<file path="src/rtl/core/pid_controller_clamped_core_assert.svh">
// Assertion macros shared by the core.
`ifndef PID_CONTROLLER_CLAMPED_CORE_ASSERT_SVH
`define PID_CONTROLLER_CLAMPED_CORE_ASSERT_SVH

// Checked only outside reset.
`define PIDC_ASSERT(lbl, prop, msg) \
  lbl: assert property (@(posedge clk) disable iff (!rst_n) prop) else $error(msg);

// Checked on every edge, reset included.
`define PIDC_ASSERT_ALWAYS(lbl, prop, msg) \
  lbl: assert property (@(posedge clk) prop) else $error(msg);

`endif

</file>
<file path="src/rtl/core/pidc_pkg.sv">
package pidc_pkg;

  localparam int PIDC_DATA_WIDTH = 32;
  localparam int PIDC_FRAC_BITS  = 16;
  localparam int PIDC_MAX_W      = 48;  // widest supported DATA_WIDTH
  localparam int PIDC_FIELD_W    = 32;

  typedef logic [2:0] cfg_idx_t;
  typedef logic [1:0] action_t;

  // register indexes
  localparam cfg_idx_t REG_GAIN_P    = 3'd0;
  localparam cfg_idx_t REG_GAIN_I    = 3'd1;
  localparam cfg_idx_t REG_GAIN_D    = 3'd2;
  localparam cfg_idx_t REG_INT_LIMIT = 3'd3;
  localparam cfg_idx_t REG_OUT_LIMIT = 3'd4;
  localparam cfg_idx_t REG_STEP_TIME = 3'd5;
  localparam cfg_idx_t REG_STEP_RATE = 3'd6;

  // actions
  localparam action_t ACT_ERR_DERIV  = 2'd0;
  localparam action_t ACT_MEAS_DERIV = 2'd1;
  localparam action_t ACT_EXT_RATE   = 2'd2;
  localparam action_t ACT_CLEAR      = 2'd3;

  // Saturate a 33-bit signed value into a w-bit signed range.
  // Result is sign extended to PIDC_MAX_W bits; callers keep the low w bits.
  function automatic logic signed [PIDC_MAX_W-1:0] pidc_narrow(
    input logic signed [32:0] v,
    input int unsigned        w
  );
    logic signed [PIDC_MAX_W:0] x;
    logic signed [PIDC_MAX_W:0] vmax;
    logic signed [PIDC_MAX_W:0] vmin;
    logic        [PIDC_MAX_W:0] one;
    one  = (PIDC_MAX_W+1)'(1);
    x    = (PIDC_MAX_W+1)'(v);
    vmax = signed'((one << (w - 1)) - one);
    vmin = -vmax - signed'(one);
    if (x > vmax) begin
      x = vmax;
    end else if (x < vmin) begin
      x = vmin;
    end
    return x[PIDC_MAX_W-1:0];
  endfunction

endpackage

</file>
<file path="src/rtl/core/pidc_mul.sv">
// Bit-serial signed fractional multiplier: one multiplier bit per cycle.
// product = sat(floor(a * b / 2^FRAC_BITS)).
module pidc_mul
  import pidc_pkg::*;
#(
  parameter int DATA_WIDTH = PIDC_DATA_WIDTH,
  parameter int FRAC_BITS  = PIDC_FRAC_BITS
) (
  input  logic                         clk,
  input  logic                         rst_n,
  input  logic                         start,
  input  logic signed [DATA_WIDTH-1:0] a,
  input  logic signed [DATA_WIDTH-1:0] b,
  output logic                         done,
  output logic signed [DATA_WIDTH-1:0] product
);

  localparam int DW    = DATA_WIDTH;
  localparam int CNT_W = $clog2(DW);

  localparam logic [1:0] M_IDLE = 2'd0;
  localparam logic [1:0] M_RUN  = 2'd1;
  localparam logic [1:0] M_FIN  = 2'd2;
  localparam logic [1:0] M_DONE = 2'd3;

  localparam logic [2*DW-1:0] FMASK = {{(2*DW-FRAC_BITS){1'b0}}, {FRAC_BITS{1'b1}}};

  logic [1:0]             state_r;
  logic [1:0]             state_nxt;
  logic [CNT_W-1:0]       cnt_r;
  logic [DW-1:0]          mcand_r;
  logic [DW-1:0]          hi_r;
  logic [DW-1:0]          lo_r;
  logic                   neg_r;
  logic signed [DW-1:0]   res_r;

  logic [DW-1:0]   a_mag;
  logic [DW-1:0]   b_mag;
  logic [DW:0]     step_sum;
  logic [2*DW-1:0] full_p;
  logic [2*DW-1:0] shifted;
  logic            round_up;
  logic            hi_nz;
  logic [DW:0]     q_t;
  logic [DW-1:0]   q_lim;
  logic [DW-1:0]   q_mag;

  assign a_mag = a[DW-1] ? (DW)'(-a) : a;
  assign b_mag = b[DW-1] ? (DW)'(-b) : b;

  assign step_sum = {1'b0, hi_r} + (lo_r[0] ? {1'b0, mcand_r} : '0);

  // floor on negative products: round the magnitude up when bits drop
  assign full_p   = {hi_r, lo_r};
  assign shifted  = full_p >> FRAC_BITS;
  assign round_up = neg_r & (|(full_p & FMASK));
  assign hi_nz    = |shifted[2*DW-1:DW];
  assign q_t      = {1'b0, shifted[DW-1:0]} + (DW+1)'(round_up);
  assign q_lim    = neg_r ? {1'b1, {(DW-1){1'b0}}} : {1'b0, {(DW-1){1'b1}}};
  assign q_mag    = (hi_nz || (q_t > {1'b0, q_lim})) ? q_lim : q_t[DW-1:0];

  always_comb begin
    state_nxt = state_r;
    case (state_r)
      M_IDLE:  if (start) state_nxt = M_RUN;
      M_RUN:   if (cnt_r == '0) state_nxt = M_FIN;
      M_FIN:   state_nxt = M_DONE;
      M_DONE:  state_nxt = M_IDLE;
      default: state_nxt = M_IDLE;
    endcase
  end

  always_ff @(posedge clk) begin
    if (!rst_n) begin
      state_r <= M_IDLE;
    end else begin
      state_r <= state_nxt;
    end
  end

  always_ff @(posedge clk) begin
    case (state_r)
      M_IDLE: begin
        if (start) begin
          mcand_r <= a_mag;
          lo_r    <= b_mag;
          hi_r    <= '0;
          neg_r   <= a[DW-1] ^ b[DW-1];
          cnt_r   <= CNT_W'(DW - 1);
        end
      end
      M_RUN: begin
        hi_r  <= step_sum[DW:1];
        lo_r  <= {step_sum[0], lo_r[DW-1:1]};
        cnt_r <= cnt_r - 1'b1;
      end
      M_FIN: begin
        res_r <= neg_r ? signed'((DW)'(-q_mag)) : signed'(q_mag);
      end
      default: ;
    endcase
  end

  assign done    = (state_r == M_DONE);
  assign product = res_r;

endmodule

</file>
<file path="src/rtl/core/pidc_cfg.sv">
// Configuration register bank; values are narrowed to DATA_WIDTH on write.
module pidc_cfg
  import pidc_pkg::*;
#(
  parameter int DATA_WIDTH = PIDC_DATA_WIDTH,
  parameter int FRAC_BITS  = PIDC_FRAC_BITS
) (
  input  logic                          clk,
  input  logic                          rst_n,
  input  logic                          wr_en,
  input  cfg_idx_t                      wr_index,
  input  logic [PIDC_FIELD_W-1:0]       wr_data,
  output logic signed [DATA_WIDTH-1:0]  gain_p,
  output logic signed [DATA_WIDTH-1:0]  gain_i,
  output logic signed [DATA_WIDTH-1:0]  gain_d,
  output logic signed [DATA_WIDTH-1:0]  int_limit,
  output logic signed [DATA_WIDTH-1:0]  out_limit,
  output logic signed [DATA_WIDTH-1:0]  step_time,
  output logic signed [DATA_WIDTH-1:0]  step_rate
);

  localparam int DW = DATA_WIDTH;
  localparam logic signed [PIDC_MAX_W-1:0] ONE_W =
    pidc_narrow(signed'(33'(1) << FRAC_BITS), DW);
  localparam logic signed [DW-1:0] ONE_Q = ONE_W[DW-1:0];

  logic signed [PIDC_MAX_W-1:0] sval_w;
  logic signed [PIDC_MAX_W-1:0] uval_w;
  logic signed [DW-1:0]         sval;
  logic signed [DW-1:0]         uval;

  logic signed [DW-1:0] gain_p_r;
  logic signed [DW-1:0] gain_i_r;
  logic signed [DW-1:0] gain_d_r;
  logic signed [DW-1:0] int_limit_r;
  logic signed [DW-1:0] out_limit_r;
  logic signed [DW-1:0] step_time_r;
  logic signed [DW-1:0] step_rate_r;

  assign sval_w = pidc_narrow(signed'({wr_data[31], wr_data}), DW);
  assign uval_w = pidc_narrow(signed'({2'b00, wr_data[30:0]}), DW);
  assign sval   = sval_w[DW-1:0];
  assign uval   = uval_w[DW-1:0];

  always_ff @(posedge clk) begin
    if (!rst_n) begin
      gain_p_r    <= '0;
      gain_i_r    <= '0;
      gain_d_r    <= '0;
      int_limit_r <= '0;
      out_limit_r <= '0;
      step_time_r <= ONE_Q;
      step_rate_r <= ONE_Q;
    end else if (wr_en) begin
      case (wr_index)
        REG_GAIN_P:    gain_p_r    <= sval;
        REG_GAIN_I:    gain_i_r    <= sval;
        REG_GAIN_D:    gain_d_r    <= sval;
        REG_INT_LIMIT: int_limit_r <= uval;
        REG_OUT_LIMIT: out_limit_r <= uval;
        REG_STEP_TIME: step_time_r <= uval;
        REG_STEP_RATE: step_rate_r <= uval;
        default: ;  // unmapped index, write dropped
      endcase
    end
  end

  assign gain_p    = gain_p_r;
  assign gain_i    = gain_i_r;
  assign gain_d    = gain_d_r;
  assign int_limit = int_limit_r;
  assign out_limit = out_limit_r;
  assign step_time = step_time_r;
  assign step_rate = step_rate_r;

endmodule

</file>
<file path="src/rtl/core/pid_controller_clamped_core.sv">
// Sequence (accept to out_valid): the two difference derivative modes run five
// products, the external rate mode four, and clear none.
// A new sample is accepted only once the sequencer is idle again; the bit-serial
// multiplier (up to five products per transaction) sets the pace.
// Reset (rst_n low, synchronous): registers back to defaults, state cleared.
`include "pid_controller_clamped_core_assert.svh"

module pid_controller_clamped_core
  import pidc_pkg::*;
#(
  parameter int DATA_WIDTH = PIDC_DATA_WIDTH,
  parameter int FRAC_BITS  = PIDC_FRAC_BITS
) (
  input  logic                           clk,
  input  logic                           rst_n,
  // configuration writes
  input  logic                           cfg_valid,
  output logic                           cfg_ready,
  input  cfg_idx_t                       cfg_index,
  input  logic [PIDC_FIELD_W-1:0]        cfg_data,
  // sample channel
  input  logic                           in_valid,
  output logic                           in_ready,
  input  action_t                        in_action,
  input  logic signed [PIDC_FIELD_W-1:0] in_measure,
  input  logic signed [PIDC_FIELD_W-1:0] in_target,
  input  logic signed [PIDC_FIELD_W-1:0] in_rate_in,
  // result channel
  output logic                           out_valid,
  input  logic                           out_ready,
  output logic signed [PIDC_FIELD_W-1:0] out_drive
);

  localparam int DW = DATA_WIDTH;

  localparam logic signed [DW-1:0] VMAX = {1'b0, {(DW-1){1'b1}}};
  localparam logic signed [DW-1:0] VMIN = {1'b1, {(DW-1){1'b0}}};

  // Sequencer. Each ALU step is a single state; each multiply state holds
  // until the serial multiplier reports done.
  localparam logic [3:0] S_IDLE  = 4'd0;
  localparam logic [3:0] S_ERR   = 4'd1;   // error = target - measure
  localparam logic [3:0] S_MDT   = 4'd2;   // error * step_time
  localparam logic [3:0] S_IACC  = 4'd3;   // integral + product
  localparam logic [3:0] S_ICLP  = 4'd4;   // clamp integral
  localparam logic [3:0] S_MP    = 4'd5;   // gain_p * error
  localparam logic [3:0] S_MI    = 4'd6;   // gain_i * integral
  localparam logic [3:0] S_ADDI  = 4'd7;   // drive += integral term
  localparam logic [3:0] S_DIFF  = 4'd8;   // error or measure difference
  localparam logic [3:0] S_MRATE = 4'd9;   // difference * step_rate
  localparam logic [3:0] S_MD    = 4'd10;  // gain_d * derivative
  localparam logic [3:0] S_ADDD  = 4'd11;  // drive +/- derivative term
  localparam logic [3:0] S_OCLP  = 4'd12;  // clamp output
  localparam logic [3:0] S_OUT   = 4'd13;  // hand result to output register

  // Saturating add or subtract.
  function automatic logic signed [DW-1:0] sat_sum(
    input logic signed [DW-1:0] x,
    input logic signed [DW-1:0] y,
    input logic                 sub
  );
    logic signed [DW:0] s;
    s = sub ? ((DW+1)'(x) - (DW+1)'(y)) : ((DW+1)'(x) + (DW+1)'(y));
    if (s[DW] != s[DW-1]) begin
      return s[DW] ? VMIN : VMAX;
    end
    return s[DW-1:0];
  endfunction

  // Symmetric clamp; lim is never negative.
  function automatic logic signed [DW-1:0] clamp_sym(
    input logic signed [DW-1:0] x,
    input logic signed [DW-1:0] lim
  );
    if (x > lim) begin
      return lim;
    end
    if (x < -lim) begin
      return -lim;
    end
    return x;
  endfunction

  // configuration
  logic signed [DW-1:0] gain_p;
  logic signed [DW-1:0] gain_i;
  logic signed [DW-1:0] gain_d;
  logic signed [DW-1:0] int_limit;
  logic signed [DW-1:0] out_limit;
  logic signed [DW-1:0] step_time;
  logic signed [DW-1:0] step_rate;

  assign cfg_ready = 1'b1;

  pidc_cfg #(
    .DATA_WIDTH (DATA_WIDTH),
    .FRAC_BITS  (FRAC_BITS)
  ) u_cfg (
    .clk       (clk),
    .rst_n     (rst_n),
    .wr_en     (cfg_valid & cfg_ready),
    .wr_index  (cfg_index),
    .wr_data   (cfg_data),
    .gain_p    (gain_p),
    .gain_i    (gain_i),
    .gain_d    (gain_d),
    .int_limit (int_limit),
    .out_limit (out_limit),
    .step_time (step_time),
    .step_rate (step_rate)
  );

  // sequencer and datapath registers
  logic [3:0]           state_r;
  logic [3:0]           state_nxt;
  action_t              act_r;
  logic signed [DW-1:0] meas_r;
  logic signed [DW-1:0] targ_r;
  logic signed [DW-1:0] rate_r;
  logic signed [DW-1:0] err_r;
  logic signed [DW-1:0] tmp_r;
  logic signed [DW-1:0] drv_r;
  logic signed [DW-1:0] integ_r;
  logic signed [DW-1:0] perr_r;
  logic signed [DW-1:0] pmeas_r;
  logic                 mul_pend_r;
  logic                 out_valid_r;
  logic signed [PIDC_FIELD_W-1:0] out_drive_r;

  logic                 in_fire;
  logic                 out_load;
  logic                 is_mul;
  logic                 mul_start;
  logic                 mul_done;
  logic signed [DW-1:0] mul_a;
  logic signed [DW-1:0] mul_b;
  logic signed [DW-1:0] mul_p;
  logic signed [DW-1:0] alu_y;

  logic signed [PIDC_MAX_W-1:0] meas_w;
  logic signed [PIDC_MAX_W-1:0] targ_w;
  logic signed [PIDC_MAX_W-1:0] rate_w;

  assign in_ready = (state_r == S_IDLE);
  assign in_fire  = in_valid & in_ready;
  assign out_load = (state_r == S_OUT) && (!out_valid_r || out_ready);

  // input fields narrowed (saturated) to DATA_WIDTH
  assign meas_w = pidc_narrow(signed'({in_measure[31], in_measure}), DW);
  assign targ_w = pidc_narrow(signed'({in_target[31], in_target}), DW);
  assign rate_w = pidc_narrow(signed'({in_rate_in[31], in_rate_in}), DW);

  // multiplier operand select
  always_comb begin
    is_mul = 1'b1;
    mul_a  = err_r;
    mul_b  = step_time;
    case (state_r)
      S_MDT: begin
        mul_a = err_r;
        mul_b = step_time;
      end
      S_MP: begin
        mul_a = gain_p;
        mul_b = err_r;
      end
      S_MI: begin
        mul_a = gain_i;
        mul_b = integ_r;
      end
      S_MRATE: begin
        mul_a = tmp_r;
        mul_b = step_rate;
      end
      S_MD: begin
        mul_a = gain_d;
        mul_b = (act_r == ACT_EXT_RATE) ? rate_r : tmp_r;
      end
      default: is_mul = 1'b0;
    endcase
  end

  assign mul_start = is_mul & ~mul_pend_r;

  pidc_mul #(
    .DATA_WIDTH (DATA_WIDTH),
    .FRAC_BITS  (FRAC_BITS)
  ) u_mul (
    .clk     (clk),
    .rst_n   (rst_n),
    .start   (mul_start),
    .a       (mul_a),
    .b       (mul_b),
    .done    (mul_done),
    .product (mul_p)
  );

  // single shared add / clamp unit
  always_comb begin
    alu_y = '0;
    case (state_r)
      S_ERR:  alu_y = sat_sum(targ_r, meas_r, 1'b1);
      S_IACC: alu_y = sat_sum(integ_r, tmp_r, 1'b0);
      S_ICLP: alu_y = clamp_sym(tmp_r, int_limit);
      S_ADDI: alu_y = sat_sum(drv_r, tmp_r, 1'b0);
      S_DIFF: alu_y = (act_r == ACT_ERR_DERIV) ? sat_sum(err_r, perr_r, 1'b1)
                                                : sat_sum(pmeas_r, meas_r, 1'b1);
      S_ADDD: alu_y = sat_sum(drv_r, tmp_r, act_r == ACT_EXT_RATE);
      S_OCLP: alu_y = clamp_sym(drv_r, out_limit);
      default: alu_y = '0;
    endcase
  end

  always_comb begin
    state_nxt = state_r;
    case (state_r)
      S_IDLE:  if (in_valid) state_nxt = S_ERR;
      S_ERR:   state_nxt = (act_r == ACT_CLEAR) ? S_OUT : S_MDT;
      S_MDT:   if (mul_done) state_nxt = S_IACC;
      S_IACC:  state_nxt = S_ICLP;
      S_ICLP:  state_nxt = S_MP;
      S_MP:    if (mul_done) state_nxt = S_MI;
      S_MI:    if (mul_done) state_nxt = S_ADDI;
      S_ADDI:  state_nxt = (act_r == ACT_EXT_RATE) ? S_MD : S_DIFF;
      S_DIFF:  state_nxt = S_MRATE;
      S_MRATE: if (mul_done) state_nxt = S_MD;
      S_MD:    if (mul_done) state_nxt = S_ADDD;
      S_ADDD:  state_nxt = S_OCLP;
      S_OCLP:  state_nxt = S_OUT;
      S_OUT:   if (out_load) state_nxt = S_IDLE;
      default: state_nxt = S_IDLE;
    endcase
  end

  // control
  always_ff @(posedge clk) begin
    if (!rst_n) begin
      state_r     <= S_IDLE;
      mul_pend_r  <= 1'b0;
      out_valid_r <= 1'b0;
    end else begin
      state_r <= state_nxt;
      if (mul_start) begin
        mul_pend_r <= 1'b1;
      end else if (mul_done) begin
        mul_pend_r <= 1'b0;
      end
      if (out_load) begin
        out_valid_r <= 1'b1;
      end else if (out_ready) begin
        out_valid_r <= 1'b0;
      end
    end
  end

  // controller state carried between transactions
  always_ff @(posedge clk) begin
    if (!rst_n) begin
      integ_r <= '0;
      perr_r  <= '0;
      pmeas_r <= '0;
    end else begin
      case (state_r)
        S_ERR: begin
          if (act_r == ACT_CLEAR) begin
            integ_r <= '0;
            perr_r  <= '0;
            pmeas_r <= '0;
          end
        end
        S_ICLP: integ_r <= alu_y;
        S_ADDD: begin
          if (act_r == ACT_ERR_DERIV) perr_r <= err_r;
          if (act_r == ACT_MEAS_DERIV) pmeas_r <= meas_r;
        end
        default: ;
      endcase
    end
  end

  // working registers
  always_ff @(posedge clk) begin
    if (in_fire) begin
      act_r  <= in_action;
      meas_r <= meas_w[DW-1:0];
      targ_r <= targ_w[DW-1:0];
      rate_r <= rate_w[DW-1:0];
    end
    case (state_r)
      S_ERR: begin
        err_r <= alu_y;
        drv_r <= '0;  // clear action leaves zero here
      end
      S_MDT, S_MI, S_MRATE, S_MD: if (mul_done) tmp_r <= mul_p;
      S_MP:   if (mul_done) drv_r <= mul_p;
      S_IACC: tmp_r <= alu_y;
      S_ADDI: drv_r <= alu_y;
      S_DIFF: tmp_r <= alu_y;
      S_ADDD: drv_r <= alu_y;
      S_OCLP: drv_r <= alu_y;
      default: ;
    endcase
    if (out_load) begin
      out_drive_r <= PIDC_FIELD_W'(drv_r);
    end
  end

  assign out_valid = out_valid_r;
  assign out_drive = out_drive_r;

  `PIDC_ASSERT(a_accept_starts_seq, in_fire |=> (state_r == S_ERR), "accepted sample did not start sequencer")
  `PIDC_ASSERT(a_result_from_seq, $rose(out_valid_r) |-> ($past(state_r) == S_OUT), "result raised outside output step")
  `PIDC_ASSERT(a_mul_done_owned, mul_done |-> mul_pend_r, "multiplier finished with no pending request")
  `PIDC_ASSERT_ALWAYS(a_reset_quiet, !rst_n |=> (state_r == S_IDLE && !out_valid_r && !mul_pend_r), "core not idle after reset")

endmodule
</file>
<file path="config.mk">
export PLATFORM = sky130hd
export DESIGN_NAME = pid_controller_clamped_core
export DESIGN_NICKNAME = d
export VERILOG_FILES = /design/src/rtl/core/pidc_pkg.sv /design/src/rtl/core/pidc_mul.sv /design/src/rtl/core/pidc_cfg.sv /design/src/rtl/core/pid_controller_clamped_core.sv
export VERILOG_INCLUDE_DIRS = /design/src /design/src/rtl/core
export SDC_FILE = /design/constraint.sdc
export NUM_CORES = 2
export LEC_CHECK = 0
export BUFFER_PORTS_ARGS = -buffer_cell sky130_fd_sc_hd__buf_4
export CAP_MARGIN = 25
export CELL_PAD_IN_SITES_DETAIL_PLACEMENT = 1
export CELL_PAD_IN_SITES_GLOBAL_PLACEMENT = 2
export CORE_AREA = 4 4 497 253
export DETAILED_ROUTE_END_ITERATION = 12
export DIE_AREA = 0 0 501 257
export PLACE_DENSITY = 0.92
export SLEW_MARGIN = 10
export SYNTH_ARGS = -nofsm -noshare
export SYNTH_HDL_FRONTEND = slang
export SYNTH_HIERARCHICAL = 1
export SYNTH_SLANG_ARGS = --single-unit
</file>
<file path="constraint.sdc">
create_clock -name clk -period 22.6 [get_ports clk]
set_clock_uncertainty 0.05 [all_clocks]
set_input_delay 6.78 -clock clk [delete_from_list [all_inputs] [get_ports clk]]
set_output_delay 6.78 -clock clk [all_outputs]
set_load 0.01 [all_outputs]
</file>
# Word-level counts from Yosys, hierarchy flattened
# Cells that the tools add are included.
# op_classes
muxes,98
addsub,14
n_eq_ne,44
n_bitwise,5
n_reduce_logical,38
order_cmp,13
# ops
op,n
$mux W32,44
$pmux W32 S2,6
$pmux W32 S4,2
$pmux W32 S6,1
$sub A32 B32 Y33,4
$gt A32 B32 Y1 const B,4
$lt A32 B32 Y1 const B,4
$neg A32 Y32,3
$pmux W32 S3,1
$add A32 B32 Y33,2
$gt A32 B32 Y1,2
$lt A32 B32 Y1,2
$neg A31 Y32,2
$pmux W4 S14,1
$add A32 B1 Y33,1
$add A32 B33 Y33,1
$gt A33 B32 Y1,1
$mux W33,1
$mux W4,8
$reduce_or A16 Y1,2
$mux W31,1
$mux W1,27
$reduce_and A2 Y1,13
$eq A4 B4 Y1 const B,6
34 further kinds,73
# word_totals
ff_bits,684
out_inout_bits,35
word_cells,241
input_bits,138

# Depth between registers and ports, before layout
# logic_depth
depth_word,9
mapped_depth,31
ltp_nobuf,27

# Modules after synthesis
# Netlist, hierarchy kept.
# modules_own_cells
mod,cells_per_inst,seq_area_each_um2,n_inst,area_each_um2
pid_controller_clamped_core,4216,8828.5,1,33352.0
pidc_mul,1123,4063.9,1,10664.0
pidc_cfg,759,4404.2,1,7918.8

# Worst setup path after synthesis
# No wires, ideal clock.
# synth_timing
path_kind,input port to flip-flop
startpoint,in in_valid
endpoint,"reg act_r[0], enable pin"
setup_time_ns,0.468
path_stages,1
n_path_buf,0
path_slack_ns,13.038
t_arrival_ns,9.044
t_required_ns,22.082
cell_sequence,and2_1
# synth_via
elab_chain_len,1
# synth_rtl
element,line_no,rtl
from (decl),pid_controller_clamped_core.sv:22,"input logic in_valid,"
$and A1 B1 Y1,pid_controller_clamped_core.sv:145,assign in_fire = in_valid & in_ready;
to (signal assigned),pid_controller_clamped_core.sv:284,act_r <= in_action;
to (decl),pid_controller_clamped_core.sv:116,action_t act_r;
# Every way passes these cells.
# A chain may end at the register's enable or synchronous reset.

==> summary.md <==
| Metric | Value |
|---|---|
| Status | complete, no violations |
| Yosys cell types | 117 |
| Layout cell share with drive strength beyond 1 | 0.09430 |
| Number of I/O port buffers | 171 |
| Clk pwr share | 0.131 |
| Vias per inst | 6.753 |
| Site row count | 91 |
| Post-synth ARST share | 0 |
| Core Util, Final | 0.4697 |
| First-pass GRT wire length | between 300000 and 400000 microns |
| Residual DRC | 0 |
| Clk sinks | 684 |
| Number of flops mapped to enable cells by yosys | 360 |
| Final Power | 0.009491 W |
| Peak supply drop | between 0.0002 and 0.00025 V |
| Hold EP | u_cfg/gain_d[30]$_SDFFE_PN0P_ |
| Fmax | approximately 0.11 GHz |
| Clock transition at path regs | 60 ps |
| Final period utilization | 0.4020 |
| Die H | between 200 and 300 microns |
| Leakage | roughly 23 nW |
| Fillers | 14280 |
| Hold Crit Depth | 2 |
| Initial core utilization | 0.4259 |
| Post-CTS setup buffer count | 0 |
| TritonRoute pass-1 iters | 9 |
| Cell taking the most area after synthesis | edfxtp_1 |
| Clock tree buffer depth | 3 |
| Int Pwr | 0.004234 W |
| CTS Buf Count | 71 |
| Via count | 52500 |
| Post-route cell area | 0.05727 sq mm |
| Slew @ Worst Pin | 1224 ps |
| Die area | 0.1288 sq mm |
| WP data required | 15770 ps |
| Post-CTS sizing | 0 |
| #FFs+latches synth | 684 |
| Initial DRC Count | 8056 |
| Sum Neg Setup Slack | 0 ps |
| Drt wl/cell | ~35 microns |
| FF-to-FF path depth | 19 |
| Worst Path Max Fanout | 24 |
| Final setup margin | 13520 ps |
| HP Class | reg -> reg |
| Power density over the cells | between 150 and 200 mW/mm^2 |
| R2R Setup Slk | 13790 ps |
| Most frequent cells in the layout | 779 x nand2_1, 475 x a21oi_1, 394 x ha_1, 360 x edfxtp_1, 324 x dfxtp_1 |
| Synth area leaders | edfxtp_1 21%, dfxtp_1 12%, ha_1 9.5% |
| Hold_sp | u_cfg/gain_d[30]$_SDFFE_PN0P_ |
| Reg power frac | 0.243 |
| FF-to-FF Start | u_cfg/int_limit[1]$_SDFFE_PN0P_ |
| Post-DRT Antenna Nets | 0 |
| Hold buffers post-CTS | 0 |
| Commonest non-fill, non-tap cell in the layout | nand2_1 |
| Crit path capture type | primary output |
| Fin nets | 6626 |
| Critical Path AT | about 2300 ps |
| Max_slew headroom | 0.1752 |
| Placer congestion estimate | 1.093 |
| Comb power frac | 0.626 |
| Reg-to-reg endpoint | drv_r[18]$_DFFE_PP_ |
| Total grt overflow | 0 |
| Post-synth top area share | 0.2082 |
| Die X | 501 microns |
| Kind of critical path | reg -> out |
| Cell area after synthesis | just over 0.05 sq mm |
| Mapped Cells | 6098 |
| Placed inst area | 0.05486 sq mm |
| Max Slew Vio Count | 0 |
| Psw | 0.005256 W |
| Final min period | 9085 ps |
| RSZ-0062 raised after global routing | false |
| Max_cap viols | 0 |
| Clk root buf | clkbuf_16 |
| GRT Overall Usage | 0.4088 |
| Final Hold Vio Count | 0 |
| Top FF cell, synth | edfxtp_1 |
| Hpwl dp | 217100 microns |
| YS warnings | 6 |
| Final wirelength | 273500 microns |
| # IOs | 173 |
| Core Region | 0.1219 sq mm |
| Vias in the first global route | 49060 |
| Initial antenna violation count | 26 |
| Startpoint types | register |
| Syn Area/Cell | 8.517 sq um |
| Sequential element share of the synthesized area | 0.3330 |
| CTS tree | yes |
| Dpl ws | 13170 ps |
| Worst-Skew Late Latency | 700 ps |
| # H-tree levels | 3 |
| Switching share of power | 0.5539 |
| Area Overhead vs Synth | 10.28% |
| # setup viols final | 0 |
| Largest net degree at the start of global routing | 188 |
## area by class of cell
class | count | area [sq um] | area share
Multi-Input combinational cell | 4728 | 32140 | 0.5612
Sequential cell | 684 | 17300 | 0.3020
Timing Repair Buffer | 326 | 2470 | 0.04312
Tap cell | 1627 | 2036 | 0.03554
Clock buffer | 99 | 2007 | 0.03504
Inverter | 275 | 1032 | 0.01802
Clock inverter | 28 | 271.5 | 0.004740
Antenna cell | 8 | 20.02 | 0.0003495
## power groups by stage
stage          clock, W  combinational (W)  sequential (W)
2_1_floorplan         0            0.00344         0.00197
3_3_place_gp          0            0.00540         0.00227
3_5_place_dp          0            0.00552         0.00228
4_1_cts         0.00125            0.00557         0.00226
5_1_grt         0.00130            0.00619         0.00229
6_report        0.00124            0.00595         0.00230
## layer usage
layer	GRT usage	up-vias	routed length (microns)
li1	-	22280	-
met1	0.6188	26290	123500
met2	0.4843	3489	94430
met3	0.2229	430	47830
met4	0.09409	14	7664
met5	0	-	93
## synth_stat cells, types with 91 or more instances
library cell  count
mux2i_1         242
edfxtp_1        360
inv_1           269
o211ai_1         91
o21ai_0         300
ha_1            395
a22oi_1         136
nor2_1          299
xor2_1          102
nand2_1         779
nor3_1          110
nand3_1         219
a21o_1          106
xnor2_1         218
a21oi_1         475
dfxtp_1         324
nand4_1         106
clkbuf_1        350
## cell families after synthesis
family,synth area share
flip-flops,0.3330
other,0.0001446
adder cells (fa/ha/maj),0.09805
AO/OA/AOI/OAI,0.2189
buffers and inverters,0.05187
XOR/XNOR,0.05731
multiplexers,0.05233
AND/OR/NAND/NOR,0.1883
## worst max-delay path: stages (launching register included)
cell	delay (ps)
dfxtp_1	920
nor2_1	220
nand2_1	190
inv_1	80
buf_4	150
## metrics by stage
| stage | hold WS, ps | instances |
|---|---|---|
| floorplan | 381.9 | 6101 |
| global placement | 391.6 | 7625 |
| detailed placement | 397.0 | 7627 |
| CTS | 412.5 | 7754 |
| global route | 435.3 | 7767 |
| finish | 415.0 | 7775 |
## worst max-delay path by stage
stage,start,end,slack (ps),cells past startpoint
floorplan,in_valid,act_r[0]$_DFFE_PP_,13040,1
global placement,rst_n,u_cfg/gain_d[18]$_SDFFE_PN0P_,13310,5
detailed placement,rst_n,u_cfg/step_time[18]$_SDFFE_PN0P_,13170,5
CTS,state_r[1]$_SDFFE_PN0P_,in_ready,13520,4
global route,state_r[1]$_SDFFE_PN0P_,in_ready,13400,4
finish,state_r[1]$_SDFFE_PN0P_,in_ready,13520,4
(Power assumes the default switching activity.)
